$ cat src/tgpe_pkg.sv
// Shared types and constants for the text glyph pixel expander.
package tgpe_pkg;

	localparam int unsigned SHORT_SIDE = 240;
	localparam int unsigned LONG_SIDE  = 320;
	localparam int unsigned CELL_W     = 8;
	localparam int unsigned CELL_H     = 16;
	localparam int unsigned BEATS      = 32;
	localparam int unsigned CMDQ_DEPTH = 2;

	localparam int unsigned BEAT_W = $clog2(BEATS);
	localparam logic [BEAT_W-1:0] LAST_BEAT = BEAT_W'(BEATS - 1);

	localparam logic [10:0] SHORT_W = 11'(SHORT_SIDE);
	localparam logic [10:0] LONG_W  = 11'(LONG_SIDE);

	typedef enum logic [1:0] {
		REG_TEXT_COLOR = 2'd0,
		REG_BACK_COLOR = 2'd1,
		REG_SCAN_MODE  = 2'd2
	} reg_idx_t;

	typedef struct packed {
		logic [63:0] glyph_upper;
		logic [63:0] glyph_lower;
		logic        restart;
		logic [8:0]  start_line;
	} item_t;

	typedef struct packed {
		logic [8:0]  x_origin;
		logic [8:0]  y_origin;
		logic [3:0]  glyph_row;
		logic        half;
		logic [15:0] pixel_a;
		logic [15:0] pixel_b;
		logic [15:0] pixel_c;
		logic [15:0] pixel_d;
		logic        last;
	} pix_t;

	typedef struct packed {
		logic [127:0] glyph;
		logic [8:0]   x;
		logic [8:0]   y;
	} cmd_t;

endpackage

$ cat src/text_glyph_pixel_expander_core.sv
// Top level of the text glyph pixel expander: configuration registers and datapath.
// The first beat of a character passes through the command queue and then the output register.
// Throughput: 32 beats per character; one per cycle out of the output register unless stalled.
// A two-entry command queue lets a new character be accepted while the previous one drains.
// Reset clears the cursor, the queue and the beat counter; colors reset to white on black.
module text_glyph_pixel_expander_core (
	input  logic            clk,
	input  logic            arst_n,
	input  logic            item_valid,
	output logic            item_ready,
	input  tgpe_pkg::item_t item,
	output logic            pix_valid,
	input  logic            pix_ready,
	output tgpe_pkg::pix_t  pix,
	input  logic            cfg_we,
	input  logic [1:0]      cfg_index,
	input  logic [15:0]     cfg_data
);
	import tgpe_pkg::*;

	logic [15:0] text_color_q;
	logic [15:0] back_color_q;
	logic [2:0]  scan_mode_q;
	logic        f_cmd_valid;
	logic        f_cmd_ready;
	cmd_t        f_cmd;
	logic        b_cmd_valid;
	logic        b_cmd_pop;
	cmd_t        b_cmd;

	always_ff @(posedge clk or negedge arst_n) begin
		if (!arst_n) begin
			text_color_q <= 16'hFFFF;
			back_color_q <= 16'h0000;
			scan_mode_q  <= 3'd0;
		end else if (cfg_we) begin
			case (cfg_index)
				REG_TEXT_COLOR: text_color_q <= cfg_data;
				REG_BACK_COLOR: back_color_q <= cfg_data;
				REG_SCAN_MODE:  scan_mode_q  <= cfg_data[2:0];
				default: ;
			endcase
		end
	end

	tgpe_front u_front (
		.clk        (clk),
		.arst_n     (arst_n),
		.item_valid (item_valid),
		.item_ready (item_ready),
		.item       (item),
		.scan_odd   (scan_mode_q[0]),
		.cmd_valid  (f_cmd_valid),
		.cmd_ready  (f_cmd_ready),
		.cmd        (f_cmd)
	);

	tgpe_cmd_fifo u_fifo (
		.clk        (clk),
		.arst_n     (arst_n),
		.push_valid (f_cmd_valid),
		.push_ready (f_cmd_ready),
		.push_data  (f_cmd),
		.pop_valid  (b_cmd_valid),
		.pop_ready  (b_cmd_pop),
		.pop_data   (b_cmd)
	);

	tgpe_back u_back (
		.clk        (clk),
		.arst_n     (arst_n),
		.cmd_valid  (b_cmd_valid),
		.cmd_pop    (b_cmd_pop),
		.cmd        (b_cmd),
		.text_color (text_color_q),
		.back_color (back_color_q),
		.pix_valid  (pix_valid),
		.pix_ready  (pix_ready),
		.pix        (pix)
	);

endmodule

$ cat src/tgpe_front.sv
// Front end: accepts characters, wraps the text cursor and issues draw commands.
module tgpe_front (
	input  logic           clk,
	input  logic           arst_n,
	input  logic           item_valid,
	output logic           item_ready,
	input  tgpe_pkg::item_t item,
	input  logic           scan_odd,
	output logic           cmd_valid,
	input  logic           cmd_ready,
	output tgpe_pkg::cmd_t cmd
);
	import tgpe_pkg::*;

	logic [8:0]  col_q;
	logic [9:0]  row_q;
	logic [10:0] width;
	logic [10:0] height;
	logic [10:0] col0, row0, col1, row1, col2, row2;
	logic        accept;

	assign width  = scan_odd ? LONG_W : SHORT_W;
	assign height = scan_odd ? SHORT_W : LONG_W;

	always_comb begin
		if (item.restart) begin
			col0 = '0;
			row0 = {2'b00, item.start_line};
		end else begin
			col0 = {2'b00, col_q};
			row0 = {1'b0, row_q};
		end
		if (col0 + 11'(CELL_W) > width) begin
			col1 = '0;
			row1 = row0 + 11'(CELL_H);
		end else begin
			col1 = col0;
			row1 = row0;
		end
		if (row1 + 11'd1 > height) begin
			col2 = '0;
			row2 = '0;
		end else begin
			col2 = col1;
			row2 = row1;
		end
	end

	assign cmd_valid  = item_valid;
	assign item_ready = cmd_ready;
	assign accept     = item_valid && cmd_ready;

	assign cmd.glyph = {item.glyph_upper, item.glyph_lower};
	assign cmd.x     = col2[8:0];
	assign cmd.y     = row2[8:0];

	always_ff @(posedge clk or negedge arst_n) begin
		if (!arst_n) begin
			col_q <= '0;
			row_q <= '0;
		end else if (accept) begin
			col_q <= col2[8:0] + 9'(CELL_W);
			row_q <= row2[9:0];
		end
	end

	a_col_aligned: assert property (@(posedge clk) disable iff (!arst_n)
		col_q[2:0] == 3'd0)
		else $error("cursor column lost its cell alignment");

endmodule

$ cat src/tgpe_cmd_fifo.sv
// Short command queue between the front end and the pixel back end.
module tgpe_cmd_fifo (
	input  logic           clk,
	input  logic           arst_n,
	input  logic           push_valid,
	output logic           push_ready,
	input  tgpe_pkg::cmd_t push_data,
	output logic           pop_valid,
	input  logic           pop_ready,
	output tgpe_pkg::cmd_t pop_data
);
	import tgpe_pkg::*;

	localparam int unsigned PTR_W = $clog2(CMDQ_DEPTH);
	localparam int unsigned CNT_W = $clog2(CMDQ_DEPTH + 1);

	cmd_t             ent_q [CMDQ_DEPTH];
	logic [PTR_W-1:0] wr_ptr_q;
	logic [PTR_W-1:0] rd_ptr_q;
	logic [CNT_W-1:0] count_q;
	logic             do_push;
	logic             do_pop;

	assign push_ready = count_q != CNT_W'(CMDQ_DEPTH);
	assign pop_valid  = count_q != '0;
	assign pop_data   = ent_q[rd_ptr_q];
	assign do_push    = push_valid && push_ready;
	assign do_pop     = pop_valid && pop_ready;

	always_ff @(posedge clk) begin
		if (do_push) begin
			ent_q[wr_ptr_q] <= push_data;
		end
	end

	always_ff @(posedge clk or negedge arst_n) begin
		if (!arst_n) begin
			wr_ptr_q <= '0;
			rd_ptr_q <= '0;
			count_q  <= '0;
		end else begin
			if (do_push) begin
				wr_ptr_q <= (wr_ptr_q == PTR_W'(CMDQ_DEPTH - 1)) ? '0 : wr_ptr_q + 1'b1;
			end
			if (do_pop) begin
				rd_ptr_q <= (rd_ptr_q == PTR_W'(CMDQ_DEPTH - 1)) ? '0 : rd_ptr_q + 1'b1;
			end
			if (do_push && !do_pop) begin
				count_q <= count_q + 1'b1;
			end else if (do_pop && !do_push) begin
				count_q <= count_q - 1'b1;
			end
		end
	end

	a_count_bound: assert property (@(posedge clk) disable iff (!arst_n)
		count_q <= CNT_W'(CMDQ_DEPTH))
		else $error("command queue count exceeds its depth");

endmodule

$ cat src/tgpe_back.sv
// Back end: expands one draw command into 32 four-pixel beats.
module tgpe_back (
	input  logic           clk,
	input  logic           arst_n,
	input  logic           cmd_valid,
	output logic           cmd_pop,
	input  tgpe_pkg::cmd_t cmd,
	input  logic [15:0]    text_color,
	input  logic [15:0]    back_color,
	output logic           pix_valid,
	input  logic           pix_ready,
	output tgpe_pkg::pix_t pix
);
	import tgpe_pkg::*;

	logic [BEAT_W-1:0] beat_q;
	logic              pix_valid_q;
	pix_t              pix_q;
	logic              load;
	logic [3:0]        grow;
	logic [7:0]        row_bits;
	logic [3:0]        nib;
	pix_t              beat;

	assign load     = cmd_valid && (!pix_valid_q || pix_ready);
	assign cmd_pop  = load && (beat_q == LAST_BEAT);
	assign grow     = beat_q[4:1];
	assign row_bits = cmd.glyph[{~grow, 3'b111} -: 8];
	assign nib      = beat_q[0] ? row_bits[3:0] : row_bits[7:4];

	always_comb begin
		beat.x_origin  = cmd.x;
		beat.y_origin  = cmd.y;
		beat.glyph_row = grow;
		beat.half      = beat_q[0];
		beat.pixel_a   = nib[3] ? text_color : back_color;
		beat.pixel_b   = nib[2] ? text_color : back_color;
		beat.pixel_c   = nib[1] ? text_color : back_color;
		beat.pixel_d   = nib[0] ? text_color : back_color;
		beat.last      = beat_q == LAST_BEAT;
	end

	always_ff @(posedge clk) begin
		if (load) begin
			pix_q <= beat;
		end
	end

	always_ff @(posedge clk or negedge arst_n) begin
		if (!arst_n) begin
			beat_q      <= '0;
			pix_valid_q <= 1'b0;
		end else begin
			if (load) begin
				beat_q      <= beat_q + 1'b1;
				pix_valid_q <= 1'b1;
			end else if (pix_ready) begin
				pix_valid_q <= 1'b0;
			end
		end
	end

	assign pix_valid = pix_valid_q;
	assign pix       = pix_q;

	a_pop_on_last: assert property (@(posedge clk) disable iff (!arst_n)
		cmd_pop |-> beat_q == LAST_BEAT)
		else $error("command released before its final beat");

	a_last_beat: assert property (@(posedge clk) disable iff (!arst_n)
		pix_valid && pix.last |-> pix.glyph_row == 4'hF && pix.half)
		else $error("final beat does not sit on the last glyph half row");

	a_load_counts: assert property (@(posedge clk) disable iff (!arst_n)
		load |=> beat_q == $past(beat_q) + 1'b1)
		else $error("beat counter did not advance on a loaded beat");

endmodule

$ cat config.mk
export PLATFORM = sky130hd
export DESIGN_NAME = text_glyph_pixel_expander_core
export DESIGN_NICKNAME = d
export VERILOG_FILES = /design/src/tgpe_pkg.sv /design/src/text_glyph_pixel_expander_core.sv /design/src/tgpe_front.sv /design/src/tgpe_cmd_fifo.sv /design/src/tgpe_back.sv
export SDC_FILE = /design/constraint.sdc
export NUM_CORES = 1
export LEC_CHECK = 0
export BUFFER_PORTS_ARGS = -buffer_cell sky130_fd_sc_hd__buf_2
export CAP_MARGIN = 30
export CORE_ASPECT_RATIO = 2
export CORE_UTILIZATION = 60
export DETAILED_ROUTE_END_ITERATION = 12
export MAX_ROUTING_LAYER = met4
export PLACE_DENSITY = 0.91
export SETUP_SLACK_MARGIN = 0.2
export SLEW_MARGIN = 20
export SYNTH_ARGS = -nofsm -noshare
export SYNTH_HDL_FRONTEND = slang
export SYNTH_HIERARCHICAL = 1
export SYNTH_SLANG_ARGS = --single-unit
$ cat constraint.sdc
create_clock -name clk -period 19.7 [get_ports clk]
set_input_delay 1.97 -clock clk [delete_from_list [all_inputs] [get_ports clk]]
set_output_delay 1.97 -clock clk [all_outputs]
set_load 0.05 [all_outputs]
==> impl_results.md <==
* Core Region at 32350 sq um
* Count of unresolved DRC violations after routing at 0
* Final HPWL from detailed placement at 27500 microns
* Share of synthesized flip-flops with an asynchronous set or reset at 0.1403
* Vias in the first global route at roughly 11000
* Initial Utilization at 0.6117
* CP arrival at 7.34 ns
* Count of yosys warnings during synthesis at 6
* Worst setup endpoint: u_front/col_q[7]
* Total global-route track usage at 0.2517
* CTS root buf: clkbuf_16
* Total wire length at about 40000 microns
* Count of boundary I/O pins at 251
* PwrDens at between 150 and 200 nW/um^2
* Gp weighted congestion at 0.9222
* Worst vdd rail ir drop at 0.1339 mV
* WL per Instance at 22.63 microns
* Width of the die at 130.4 microns
* Fmax at 0.1453 GHz
* Post-CTS resize count at 0
* Number of enable flip-flop cells after synthesis at 380
* Number of rows in the core area at 93
* Number of hold violations in the final report at 0
* Fraction of layout cells with a size suffix above 1 at 0.4253
* Number of buffers inserted during clock tree synthesis at 38
* Total of fill cells in the finished design at 2218
* Synthesized net count at 1381
* Number of I/O port buffers at 250
* Die footprint at 33760 sq um
* Required time of the critical path at 20.16 ns
* Share of synthesized area occupied by flip-flops and latches at 0.6560
* Unique cell type count in the Yosys netlist at 57
* Worst slew pin tran at 0.8786 ns
* Remaining antenna violation count at 0
* Critical setup path kind: input pin to flop
* Critical Path Start: item[9]
* H-tree depth reported by CTS at 2
* Status: finished, final reports clean
* Die height at ~260 microns
* Cells traversed along the worst timing path: buf_2, clkinv_1, nand2_1, xnor2_1, ha_1, nor4b_1, nand3_1, or4b_1, and2_4, o311ai_4, nand2_1, xnor2_1, ha_1, a21oi_1, o31ai_1, mux2i_1, o21ai_2, buf_8, nor3b_1, ha_1, a31oi_1, a31oi_1, a22o_1
* Most used flip-flop cell after synthesis: edfxtp_1
* Post-route clock period utilization at 0.3495
* Element type at the critical path start: input pin
* Delay of the slowest cell on the worst path at 0.62 ns
* Launch point of the worst reg-to-reg path: u_front/col_q[3]
* Vias per inst at roughly 5.7
* # nets final at roughly 1500
* CP dominant cell by count: ha_1
* Wire length of the first global-routing pass at 60870 microns
* Routed vias at 10370
* R2R Setup Slk at 14.31 ns
* Clock slew at reported path FFs at roughly 0.06 ns
* Worst clock skew on the final layout at roughly 0.011 ns
* Non-filler cells in the finished layout at roughly 1800
* Clock tree from TritonCTS: built
* CP Capture Type: flop
* Number of slew-limit violations in the final report at 0
* RSZ-0062 raised after global routing: false
* Syn Inst Count at 1206
* Area of the multi-input gates at 5298 sq um
* Max Buffers Root-to-Sink at 3
* Netlist Area Pre-Place at 19790 sq um
* Reg2Reg Capture Point: u_front/col_q[7]
* Average cell area after synthesis at 16.41 sq um
* Max_cap viols at 0
* Hold WC Path Type: flop to flop
* Setup TNS Final at 0 ns
* Largest fanout of any net on the critical path at 26
* Worst hold margin at ~0.49 ns
* Antenna violations before repair at 16
* Pin count of the biggest net entering global routing at 71
* Placed Cells incl. Taps at 1714
* Busiest metal layer after global routing: met2
* Sequential cell area at 12990 sq um
* Met1 capacity usage during global routing at 0.2562
* Slew margin rel. at 0.4142
* Min Clock Period, post-route at approximately 6.9 ns
* Leak pwr at 8.124 nW
* Worst-skew pair later-pin latency at approximately 0.53 ns
* Finish-stage setup viols at 0
* GR Util met2 at 0.4436
* Setup repair bufs after CTS at 0
* Reg2Reg Depth at 23
* Hold_buf cts at 0
* Met3 Usage GRT at 0.04191
* Post-Route Utilization at 0.6701
* Total gr overflow at 0
* Number of synthesized register bits at ~440
* Layout overhead on the synthesized area at 9.535%
* Starting DRC count in detailed routing at 670
* CP max stage cell: or4b_1
* DRT Pass-1 Iters at 5
* Clock sink count at around 440
## synth_stat cells, types with 4 or more instances
| cell | n | area [sq um] |
|---|---|---|
| a21oi_1 | 25 | 125.1 |
| a22o_1 | 7 | 61.31 |
| a22oi_1 | 32 | 240.2 |
| and2_1 | 11 | 68.82 |
| and3_1 | 4 | 25.02 |
| buf_2 | 5 | 25.02 |
| buf_4 | 147 | 1104 |
| buf_6 | 24 | 270.3 |
| clkbuf_1 | 7 | 26.28 |
| dfrtp_1 | 46 | 1151 |
| dfstp_2 | 16 | 420.4 |
| edfxtp_1 | 380 | 11410 |
| ha_1 | 14 | 175.2 |
| inv_1 | 10 | 37.54 |
| mux2_1 | 30 | 337.8 |
| mux2_2 | 206 | 2320 |
| mux2_4 | 10 | 150.1 |
| mux2i_1 | 75 | 750.7 |
| nand2_1 | 26 | 97.59 |
| nand2b_1 | 7 | 43.79 |
| nand3_1 | 9 | 45.04 |
| nand4_1 | 8 | 50.05 |
| nor2_1 | 22 | 82.58 |
| nor2b_1 | 7 | 43.79 |
| nor3_1 | 5 | 25.02 |
| nor4_4 | 4 | 85.08 |
| o31ai_1 | 7 | 52.55 |
| xnor2_1 | 14 | 122.6 |
| xor2_1 | 8 | 70.07 |
## metrics by stage
| stage | total power, W | cell area [sq um] | setup WS [ns] |
|---|---|---|---|
| 3_3_place_gp | 0.002920 | 20220 | 12.25 |
| 3_5_place_dp | 0.002980 | 20320 | 12.05 |
| 5_1_grt | 0.003879 | 21670 | 12.35 |
| 4_1_cts | 0.003744 | 21580 | 12.59 |
| 2_1_floorplan | 0.002691 | 19790 | 10.84 |
| 6_report | 0.003727 | 21680 | 12.82 |
## critical path, delay by kind of cell
family | cells | cell delay, ns
fa+ha+maj | 3 | 0.86
xor+xnor | 2 | 0.22
simple gates | 7 | 1.79
buf+inv | 3 | 1.02
mux | 1 | 0.23
compound gates | 7 | 1.23
## where the power goes
part / internal, W / total [W] / switching [W]
clock network: 0.000437 / 0.000760 / 0.000323
registers: 0.00138 / 0.00152 / 0.000137
logic: 0.000528 / 0.00145 / 0.000919
total: 0.00235 / 0.00373 / 0.00138
## placed cells by master (no fill, tap or decap), types with 16 or more instances in the layout
cell type / n
a22oi_1: 32
mux2_2: 206
dfstp_2: 16
mux2i_1: 75
a21oi_1: 25
nand2_1: 26
nor2_1: 21
dfrtp_1: 44
edfxtp_1: 380
clkbuf_16: 42
buf_2: 250
mux2_1: 30
diode_2: 17
## routing by layer
metal	share of wire	up-vias	wire, microns
met5	0	-	0
li1	-	4704	-
met2	0.55	354	22560
met1	0.34	5193	13810
met3	0.052	114	2130
met4	0.056	0	2298
## how the worst min path moves through the flow
stage          slack (ns)             start  depth (start not counted)               end
2_1_floorplan        0.44  u_front/row_q[8]                          2  u_front/row_q[8]
3_3_place_gp         0.46  u_front/row_q[8]                          2  u_front/row_q[8]
3_5_place_dp         0.46  u_front/row_q[8]                          2  u_front/row_q[8]
4_1_cts              0.48  u_front/row_q[8]                          2  u_front/row_q[8]
5_1_grt              0.51  u_front/row_q[5]                          1  u_front/row_q[5]
6_report             0.49  u_front/row_q[8]                          2  u_front/row_q[8]
## registers in the layout, summed over array words and instances (netlist names)
register,flops
u_fifo/rd_ptr_q,1
u_front/row_q,10
u_fifo/ent_q,292
u_back/pix_valid,1
u_back/pix,88
u_fifo/wr_ptr_q,1
text_color_q,16
u_fifo/count_q,2
back_color_q,16
u_front/col_q,9
u_back/beat_q,5
scan_mode_q,1
## cell families (layout without fill, tap and decap cells)
| family | Yosys count | in the layout | synth area share |
|---|---|---|---|
| DFF | 442 | 442 | 0.6560 |
| muxes | 321 | 321 | 0.1798 |
| buffers and inverters | 198 | 351 | 0.07688 |
| and+or+nand+nor | 116 | 116 | 0.03446 |
| AOI/OAI and AO/OA | 93 | 93 | 0.03421 |
| xor gates and xnor gates | 22 | 22 | 0.009737 |
| adders and majority gates | 14 | 14 | 0.008852 |
| other | 0 | 17 | 0 |
## area by class of cell
| cell class | count | area share |
|---|---|---|
| clock buffers | 56 | 0.05184 |
| flip-flops and latches | 442 | 0.5993 |
| repair buffers | 271 | 0.06944 |
| well taps | 427 | 0.02465 |
| inverters | 11 | 0.001963 |
| clock inverters | 13 | 0.006465 |
| multi-input cells | 566 | 0.2444 |
| diodes | 17 | 0.001963 |
No activity file was read; power rests on OpenSTA's default activity.
